File: config.mk
export PLATFORM = sky130hd
export DESIGN_NAME = e2q_cordic
export DESIGN_NICKNAME = d
export VERILOG_FILES = /design/src/rtl/core/e2q_pkg.sv /design/src/rtl/core/e2q_cordic.sv
export SDC_FILE = /design/constraint.sdc
export NUM_CORES = 2
export LEC_CHECK = 0
export BUFFER_PORTS_ARGS = -buffer_cell sky130_fd_sc_hd__buf_4
export CELL_PAD_IN_SITES_DETAIL_PLACEMENT = 0
export CELL_PAD_IN_SITES_GLOBAL_PLACEMENT = 1
export CORE_MARGIN = 2
export CORE_UTILIZATION = 40
export DETAILED_ROUTE_END_ITERATION = 6
export MAX_ROUTING_LAYER = met4
export PLACE_DENSITY_LB_ADDON = 0.1
export SLEW_MARGIN = 20
export SYNTH_ARGS = -nofsm -noshare
export SYNTH_HDL_FRONTEND = slang
export SYNTH_SLANG_ARGS = --single-unit
File: constraint.sdc
create_clock -name clock -period 5.42 [get_ports clock]
set_input_delay 0.271 -clock clock [delete_from_list [all_inputs] [get_ports clock]]
set_output_delay 0.271 -clock clock [all_outputs]
set_load 0.02 [all_outputs]
File: src/rtl/core/e2q_pkg.sv
`timescale 1ns / 1ps
`default_nettype none
// ----------------------------------------------------------------------------
// e2q_pkg: shared definitions for the Euler angle to quaternion converter
// Widths, fixed-point constants, the CORDIC arctangent table and the
// sine/cosine pair that each angle lane hands to the merging stage.
// ----------------------------------------------------------------------------
package e2q_pkg;

   // Port field widths.
   localparam int ANGLE_W = 16;
   localparam int QUAT_W  = 16;

   // Internal Q.29 datapath and product widths.
   localparam int DATA_W  = 32;
   localparam int PROD_W  = 2 * DATA_W;
   localparam int FRAC    = 29;

   // Rounding of the Q.58 sum to Q.14.
   localparam int OUT_SHIFT = 44;
   localparam int SUM_W     = PROD_W + 1;
   localparam int RND_W     = SUM_W - OUT_SHIFT;

   // CORDIC configuration.
   localparam int CORDIC_STEPS_DEF = 14;
   localparam int ATAN_LEN         = 24;
   localparam int ATAN_IDX_W       = $clog2(ATAN_LEN);

   // Number of register stages in the merging unit.
   localparam int MERGE_LAT = 3;

   // Q.29 constants.
   localparam logic signed [DATA_W-1:0] GAIN_Q29    = 32'sd326016436;
   localparam logic signed [DATA_W-1:0] HALF_PI_Q29 = 32'sd843314857;
   localparam logic signed [DATA_W-1:0] PI_Q29      = 32'sd1686629713;

   // Saturation limits in Q1.14.
   localparam logic signed [RND_W-1:0] QUAT_MAX = 21'sd16384;
   localparam logic signed [RND_W-1:0] QUAT_MIN = -21'sd16384;

   // Sine and cosine of one half angle, Q.29.
   typedef struct packed {
      logic signed [DATA_W-1:0] cos_val;
      logic signed [DATA_W-1:0] sin_val;
   } sincos_type;

   // Arctangent of 2^-i in Q.29, rounded to nearest.
   function automatic logic signed [DATA_W-1:0] atan_q29(input logic [ATAN_IDX_W-1:0] idx);
      logic signed [DATA_W-1:0] val;
      case (idx)
         5'd0:    val = 32'sd421657428;
         5'd1:    val = 32'sd248918915;
         5'd2:    val = 32'sd131521918;
         5'd3:    val = 32'sd66762579;
         5'd4:    val = 32'sd33510843;
         5'd5:    val = 32'sd16771757;
         5'd6:    val = 32'sd8387925;
         5'd7:    val = 32'sd4194219;
         5'd8:    val = 32'sd2097141;
         5'd9:    val = 32'sd1048575;
         5'd10:   val = 32'sd524288;
         5'd11:   val = 32'sd262144;
         5'd12:   val = 32'sd131072;
         5'd13:   val = 32'sd65536;
         5'd14:   val = 32'sd32768;
         5'd15:   val = 32'sd16384;
         5'd16:   val = 32'sd8192;
         5'd17:   val = 32'sd4096;
         5'd18:   val = 32'sd2048;
         5'd19:   val = 32'sd1024;
         5'd20:   val = 32'sd512;
         5'd21:   val = 32'sd256;
         5'd22:   val = 32'sd128;
         5'd23:   val = 32'sd64;
         default: val = '0;
      endcase
      return val;
   endfunction

endpackage
`default_nettype wire

File: src/rtl/core/e2q_cordic.sv
`timescale 1ns / 1ps
`default_nettype none
// ----------------------------------------------------------------------------
// e2q_cordic: one angle lane
// Halves the Q2.13 angle, folds it into +-pi/2 and runs a fully pipelined
// rotation-mode CORDIC, one iteration per register stage behind a registered
// entry stage; a new angle may enter every cycle.
// ----------------------------------------------------------------------------
module e2q_cordic #(
   parameter int CORDIC_STEPS = e2q_pkg::CORDIC_STEPS_DEF
) (
   input  wire                                    clock,
   input  wire  logic signed [e2q_pkg::ANGLE_W-1:0] angle,
   output e2q_pkg::sincos_type                    sincos
);
   import e2q_pkg::*;

   logic signed [DATA_W-1:0] x_ff [0:CORDIC_STEPS];
   logic signed [DATA_W-1:0] y_ff [0:CORDIC_STEPS];
   logic signed [DATA_W-1:0] z_ff [0:CORDIC_STEPS];
   logic                     flip_ff [0:CORDIC_STEPS];

   logic signed [DATA_W-1:0] z_in;
   logic signed [DATA_W-1:0] zfold_in;
   logic                     flip_in;

   // The half angle is the raw word read as Q.14, widened to Q.29.
   assign z_in = {{(DATA_W-ANGLE_W-15){angle[ANGLE_W-1]}}, angle, 15'b0};

   // Fold half angles beyond +-pi/2 back by pi; the result is negated later.
   always_comb begin
      zfold_in = z_in;
      flip_in  = 1'b0;
      if (z_in > HALF_PI_Q29) begin
         zfold_in = z_in - PI_Q29;
         flip_in  = 1'b1;
      end else if (z_in < -HALF_PI_Q29) begin
         zfold_in = z_in + PI_Q29;
         flip_in  = 1'b1;
      end
   end

   // Entry stage: gain-corrected start vector and folded angle.
   always_ff @(posedge clock) begin
      x_ff[0]    <= GAIN_Q29;
      y_ff[0]    <= '0;
      z_ff[0]    <= zfold_in;
      flip_ff[0] <= flip_in;
   end

   // One CORDIC iteration per stage; a non-negative residue turns counterclockwise.
   for (genvar i = 0; i < CORDIC_STEPS; i++) begin : g_step
      logic signed [DATA_W-1:0] dx;
      logic signed [DATA_W-1:0] dy;
      logic signed [DATA_W-1:0] ang;
      assign dx  = y_ff[i] >>> i;
      assign dy  = x_ff[i] >>> i;
      assign ang = atan_q29(ATAN_IDX_W'(i));
      always_ff @(posedge clock) begin
         if (!z_ff[i][DATA_W-1]) begin
            x_ff[i+1] <= x_ff[i] - dx;
            y_ff[i+1] <= y_ff[i] + dy;
            z_ff[i+1] <= z_ff[i] - ang;
         end else begin
            x_ff[i+1] <= x_ff[i] + dx;
            y_ff[i+1] <= y_ff[i] - dy;
            z_ff[i+1] <= z_ff[i] + ang;
         end
         flip_ff[i+1] <= flip_ff[i];
      end
   end

   // Undo the fold by negating both results.
   assign sincos.cos_val = flip_ff[CORDIC_STEPS] ? -x_ff[CORDIC_STEPS] : x_ff[CORDIC_STEPS];
   assign sincos.sin_val = flip_ff[CORDIC_STEPS] ? -y_ff[CORDIC_STEPS] : y_ff[CORDIC_STEPS];

endmodule
`default_nettype wire

# ---- Word-level counts from Yosys, hierarchy flattened
# Memory sizes are Yosys's and may differ from the RTL's.
# Cells that the tools add are included.
dict set report totals {
  reg_bits 0
  ram_bits 1455
  input_bits 17
  out_inout_bits 64
  elab_cells 211
  mem_count 4
}
# name words width rd rd_clocked_by_memory_dff wr line
set memory_table {}
lappend memory_table {x_ff 15 32 15 0 15 e2q_cordic.sv:18} ;# logic signed [DATA_W-1:0] x_ff [0:CORDIC_STEPS];
lappend memory_table {y_ff 15 32 15 0 15 e2q_cordic.sv:19} ;# logic signed [DATA_W-1:0] y_ff [0:CORDIC_STEPS];
lappend memory_table {z_ff 15 32 14 0 15 e2q_cordic.sv:20} ;# logic signed [DATA_W-1:0] z_ff [0:CORDIC_STEPS];
lappend memory_table {flip_ff 15 1 15 0 15 e2q_cordic.sv:21} ;# logic flip_ff [0:CORDIC_STEPS];
dict set report classes {
  add_sub_neg 87
  n_lt_le_gt_ge 2
  mux 76
  bitwise_logic 42
}
# op count
set ops {}
lappend ops {{two-way mux 32 bit} 46}
lappend ops {{adder 32 x 19 -> 32 bit} 2}
lappend ops {{adder 32 x 20 -> 32 bit} 2}
lappend ops {{adder 32 x 21 -> 32 bit} 2}
lappend ops {{adder 32 x 21 -> 32 bit (second input constant)} 2}
lappend ops {{adder 32 x 22 -> 32 bit} 2}
lappend ops {{adder 32 x 23 -> 32 bit} 2}
lappend ops {{adder 32 x 24 -> 32 bit} 2}
lappend ops {{adder 32 x 25 -> 32 bit} 2}
lappend ops {{adder 32 x 26 -> 32 bit} 2}
lappend ops {{adder 32 x 27 -> 32 bit} 2}
lappend ops {{adder 32 x 28 -> 32 bit} 2}
lappend ops {{adder 32 x 29 -> 32 bit} 2}
lappend ops {{adder 32 x 30 -> 32 bit} 2}
lappend ops {{adder 32 x 31 -> 32 bit} 2}
lappend ops {{negation 32 bit} 2}
lappend ops {{subtractor 32 x 19 -> 32 bit} 2}
lappend ops {{subtractor 32 x 20 -> 32 bit} 2}
lappend ops {{subtractor 32 x 21 -> 32 bit} 2}
lappend ops {{subtractor 32 x 21 -> 32 bit (second input constant)} 2}
lappend ops {{subtractor 32 x 22 -> 32 bit} 2}
lappend ops {{subtractor 32 x 23 -> 32 bit} 2}
lappend ops {{subtractor 32 x 24 -> 32 bit} 2}
lappend ops {{subtractor 32 x 25 -> 32 bit} 2}
lappend ops {{38 further kinds} 115}

# ---- Depth between registers and ports, before layout
dict set report depth {
  ltp_word 3
  ltp_mapped 22
  ltp_nobuf 22
}

# ---- Least setup slack after synthesis
# Ideal clock, no wire load.
dict set report synth_path {
  path_type {register -> register}
  start {memory z_ff[9][31]}
  end {memory y_ff[10][31], in the netlist y_ff[1][95]}
  setup_time_ns 0.072
  arrival_ns 4.380
  required_ns 5.348
  slack_ns 0.968
  stages_incl_launch_ff 17
  n_path_buf 3
  period_less_slack_ns 4.452
  path_cell_list {dfxtp_1 > clkbuf_1 > clkbuf_1 > buf_1 > mux2i_1 > ha_1 > nor2b_1 > o21a_1 > o21ai_0 > a21oi_1 > a311o_1 > a211oi_1 > o31ai_1 > or4_1 > a31o_2 > a21oi_1 > xnor2_1}
}
# element line
set synth_rtl {}
lappend synth_rtl {{from (decl)} e2q_cordic.sv:20}
lappend synth_rtl {{to (decl)} e2q_cordic.sv:19}

==> run summary <==
For this run, the register share of the synthesized area comes to 26.5%. The detailed router finished its first iteration with 3940 violations. The worst setup path is of the register to register kind. The tools report the number of antenna violations at the first check in global routing as 2.

Once the floorplan was initialized, standard cells occupied 40.2% of the core. The pin count of the biggest net entering global routing was 72. Tracing the worst setup path back leads to its startpoint at x_ff[9][9]$_DFF_P_. The run gives 0 as the remaining global-route overflow.

At the worst endpoint, the arrival time is 5640 ps. The tools report the worst setup skew after layout as 32.0 ps. For the maximum buffer depth of the clock tree, the log shows 3.

CTS saw 1171 sinks. Number of nets in the layout: 11841. In this run the critical register-to-register path is launched from x_ff[9][9]$_DFF_P_.

met2 is the most crowded layer. The run gives 0 as the number of warning messages in the yosys log. STA classifies the critical path endpoint as a register. The total standard cell area after synthesis was 88400 um2. The slowest cell on the critical path is sky130_fd_sc_hd__nor4bb_1. Biggest fanout along the worst timing path: 6. After layout, the worst setup slack is 504 ps.

The final reports fail on DRC. The total area inside the core boundary comes to 220000 um2. The slew of the pin with the lowest slew margin works out to 1060 ps.

In this run the horizontal extent of the chip is 474 um. Across the run, the number of max-cap violations was 0. The per-instance average area after synthesis was 8.48 um2; the via density per instance was 5.44.

The run gives 172 as the row count. The maximum cell stage delay along the critical path was 450 ps. The largest total area in the synthesized netlist belongs to sky130_fd_sc_hd__dfxtp_1. For the number of iterations in the first detailed-routing pass, the log shows 7. TritonCTS built the clock tree. The global-route met3 utilization is 2.42%. The flow ran to the end, but the final reports show violations. Leaving out fill and tap cells, the most frequent cells in the layout are 1186 x sky130_fd_sc_hd__ha_1, 1158 x sky130_fd_sc_hd__dfxtp_1, 1088 x sky130_fd_sc_hd__a21oi_1, 994 x sky130_fd_sc_hd__xnor2_1, 968 x sky130_fd_sc_hd__nor2_1. In this run the most critical hold path is launched from angle[1].

The residual antenna-violating net count after detailed routing came out at 0. The final layout contains routed wiring with a total length of 254 mm. Yosys mapped a number of flops with a built-in enable equal to 0.

For the data required time at the worst endpoint, the log shows 6140 ps. For this run, design rule violations remaining after detail routing come to 3. The number of failing setup endpoints in the final timing report was 0; the TritonCTS buffer count was 148. After filler insertion, the fill cell instance count of the layout stands at 21873. The clock latency at the later pin of the worst-skew pair came out at 800 ps. The die covers 225000 um2. The via count of the first global-routing pass was 72609; the met1 routing resource usage after global routing was 28.7%. The total count of max-transition violations in the final report was 0. The signal on the critical path passes through nor3_1 -> nor4bb_1 -> nand2_1 -> nor3_1 -> nand2_1 -> nor2_1 -> nor2_1 -> xnor2_1 -> ha_1 -> a21o_1 -> a21o_1 -> a21oi_1 -> nand2_1 -> a211oi_1 -> o31ai_1 -> or4_1 -> a31o_2 -> a21oi_1 -> xnor2_1.

Timing would allow up to 0.203 GHz. Root buffer cell: sky130_fd_sc_hd__clkbuf_16. The cell that appears most often on the critical path is sky130_fd_sc_hd__nand2_1.

Most common cell after layout, fill and taps aside: sky130_fd_sc_hd__ha_1. The post-route setup TNS was 0 ps. Setup repair after global routing left no endpoint under its margin. The min-delay analysis places its worst path in the category input pin to register. For this block, the via count after detailed routing is 74378.

The clock period minus worst slack came out at 4920 ps. Synthesis produced 10422 cells. The number of buffers added on ports was 80. In this run the number of H-tree levels came out at 4.

The number of buffers and inverters on the critical path is 0. The first global-routing pass estimated 403 mm of wire. Pin placement for this block handled 81 I/O pins.

The count of final hold-check violations was 0. The all-layer global routing usage was 22.8%; the register bit total from synthesis was 1171. The die is 474 um tall.

The tools report the element type at the critical path start as a register. Clock-pin slew was measured on the worst setup and hold paths at 70 ps. The number of nets produced by synthesis was 11663. Measured against its own limit, the worst slew margin works out to 28.9%.

After synthesis, the largest area contributor takes up 26.5% of total cell area. For this run, the share of the core covered by cells in the final layout is 44.8%. After detailed routing, the average wire length per cell comes to 18.5 um. After layout, the worst path uses 90.7% of the clock period.

The post-route netlist has 5.29% of its cells at a drive strength greater than 1. The area growth from synthesis to layout is 11.3%. At the placement stage, the worst setup path has a slack of 455 ps. Routability-driven placement finished with a final weighted congestion of 0.899. The wire-length estimate of the detail-placed layout is 208 mm. Yosys attributes the largest share of cell area to sky130_fd_sc_hd__dfxtp_1 27%, sky130_fd_sc_hd__ha_1 17%, sky130_fd_sc_hd__xnor2_1 9.9%. Of all flip-flops after synthesis, the portion carrying an async set or reset was 0%. Critical path's top delay family: simple AND/OR/NAND/NOR gates. The prevailing post-synth register cell was sky130_fd_sc_hd__dfxtp_1. The met2 demand-to-capacity share in global routing came out at 39.4%.

Distinct cell type count of the synthesized netlist: 83.
==> area by class of cell <==
class	instances	area (um2)	share of cell area, %
inverters	423	1590	1.61
repair buffers	192	1530	1.55
clock inverters	84	1160	1.18
diodes	3	7.51	0.00763
clock buffers	189	4160	4.23
well taps	2958	3700	3.76
flip-flops and latches	1171	23500	23.9
multi-input cells	8664	62700	63.8
==> worst register-to-register path, delay by kind of cell, from the launching register on <==
family | cells | cell delay (ps)
and+or+nand+nor | 9 | 2280
DFF | 1 | 350
xor gates and xnor gates | 2 | 280
adders and majority gates | 1 | 360
AOI/OAI and AO/OA | 7 | 1580
==> what timing repair did <==
action                                 4_1_cts  5_1_grt
hold buffers                                25        0
endpoints found under the hold margin       18        0
setup buffers                                0        0
setup endpoints to repair                    0        4
resized for setup                            0        4
==> stage by stage <==
| stage | hold WS [ps] | area, um2 | std cells |
|---|---|---|---|
| finish | 290 | 98300 | 13684 |
| global route | 274 | 98300 | 13683 |
| CTS | 225 | 98300 | 13681 |
| detailed placement | 312 | 92700 | 13383 |
| global placement | 310 | 92700 | 13383 |
| floorplan | 310 | 88400 | 10422 |
==> routing by layer <==
| layer | vias to the layer above | wire (um) |
|---|---|---|
| met5 | - | 0 |
| met4 | 0 | 4600 |
| met3 | 274 | 8220 |
| met2 | 1126 | 123000 |
| met1 | 35114 | 118000 |
| li1 | 37864 | - |
==> sequential cells by signal (all words and copies together), names as in the netlist <==
name     count
x_ff       392
flip_ff     13
y_ff       415
z_ff       351
==> synth_stat cells, drive strengths merged, types with 15 or more instances <==
| cell | n |
|---|---|
| clkbuf | 120 |
| a211o | 25 |
| or2 | 43 |
| a211oi | 99 |
| o31a | 23 |
| buf | 44 |
| or3 | 67 |
| nor2b | 128 |
| xor2 | 529 |
| dfxtp | 1171 |
| o21a | 199 |
| a2111oi | 26 |
| mux2 | 38 |
| ha | 1186 |
| nor3 | 270 |
| inv | 420 |
| nand2b | 155 |
| a31o | 22 |
| o31ai | 54 |
| a41oi | 17 |
| nand4 | 74 |
| and3 | 97 |
| o21ai | 492 |
| nand3 | 173 |
| a31oi | 109 |
| o211ai | 36 |
| a21boi | 25 |
| o41ai | 49 |
| a221oi | 20 |
| o21bai | 135 |
| nand2 | 471 |
| nor2 | 968 |
| a21o | 533 |
| a21oi | 1089 |
| xnor2 | 995 |
| a311oi | 15 |
| mux2i | 36 |
| and4 | 22 |
| or4 | 51 |
| nor3b | 40 |
| fa | 38 |
| and2 | 63 |
| nor4 | 73 |
==> cells by family after synthesis <==
kind of cell | synth area share (%)
multiplexers | 0.892
adder cells (fa/ha/maj) | 17.7
AO/OA/AOI/OAI | 22.3
buffers and inverters | 2.52
XOR/XNOR | 15.1
flip-flops | 26.5
AND/OR/NAND/NOR | 15.0
==> final timing paths <==
path,to,slack (ps),cells after the start
max,y_ff[1][95]$_DFF_P_,500,19
min,z_ff[0][16]$_DFF_P_,290,4
max reg2reg,y_ff[1][95]$_DFF_P_,500,19
min reg2reg,z_ff[11][18]$_DFF_P_,320,0
Power is left out: the tool's default activity adds up to more than one toggle a clock period on the data nets, which glitch-free logic cannot reach.
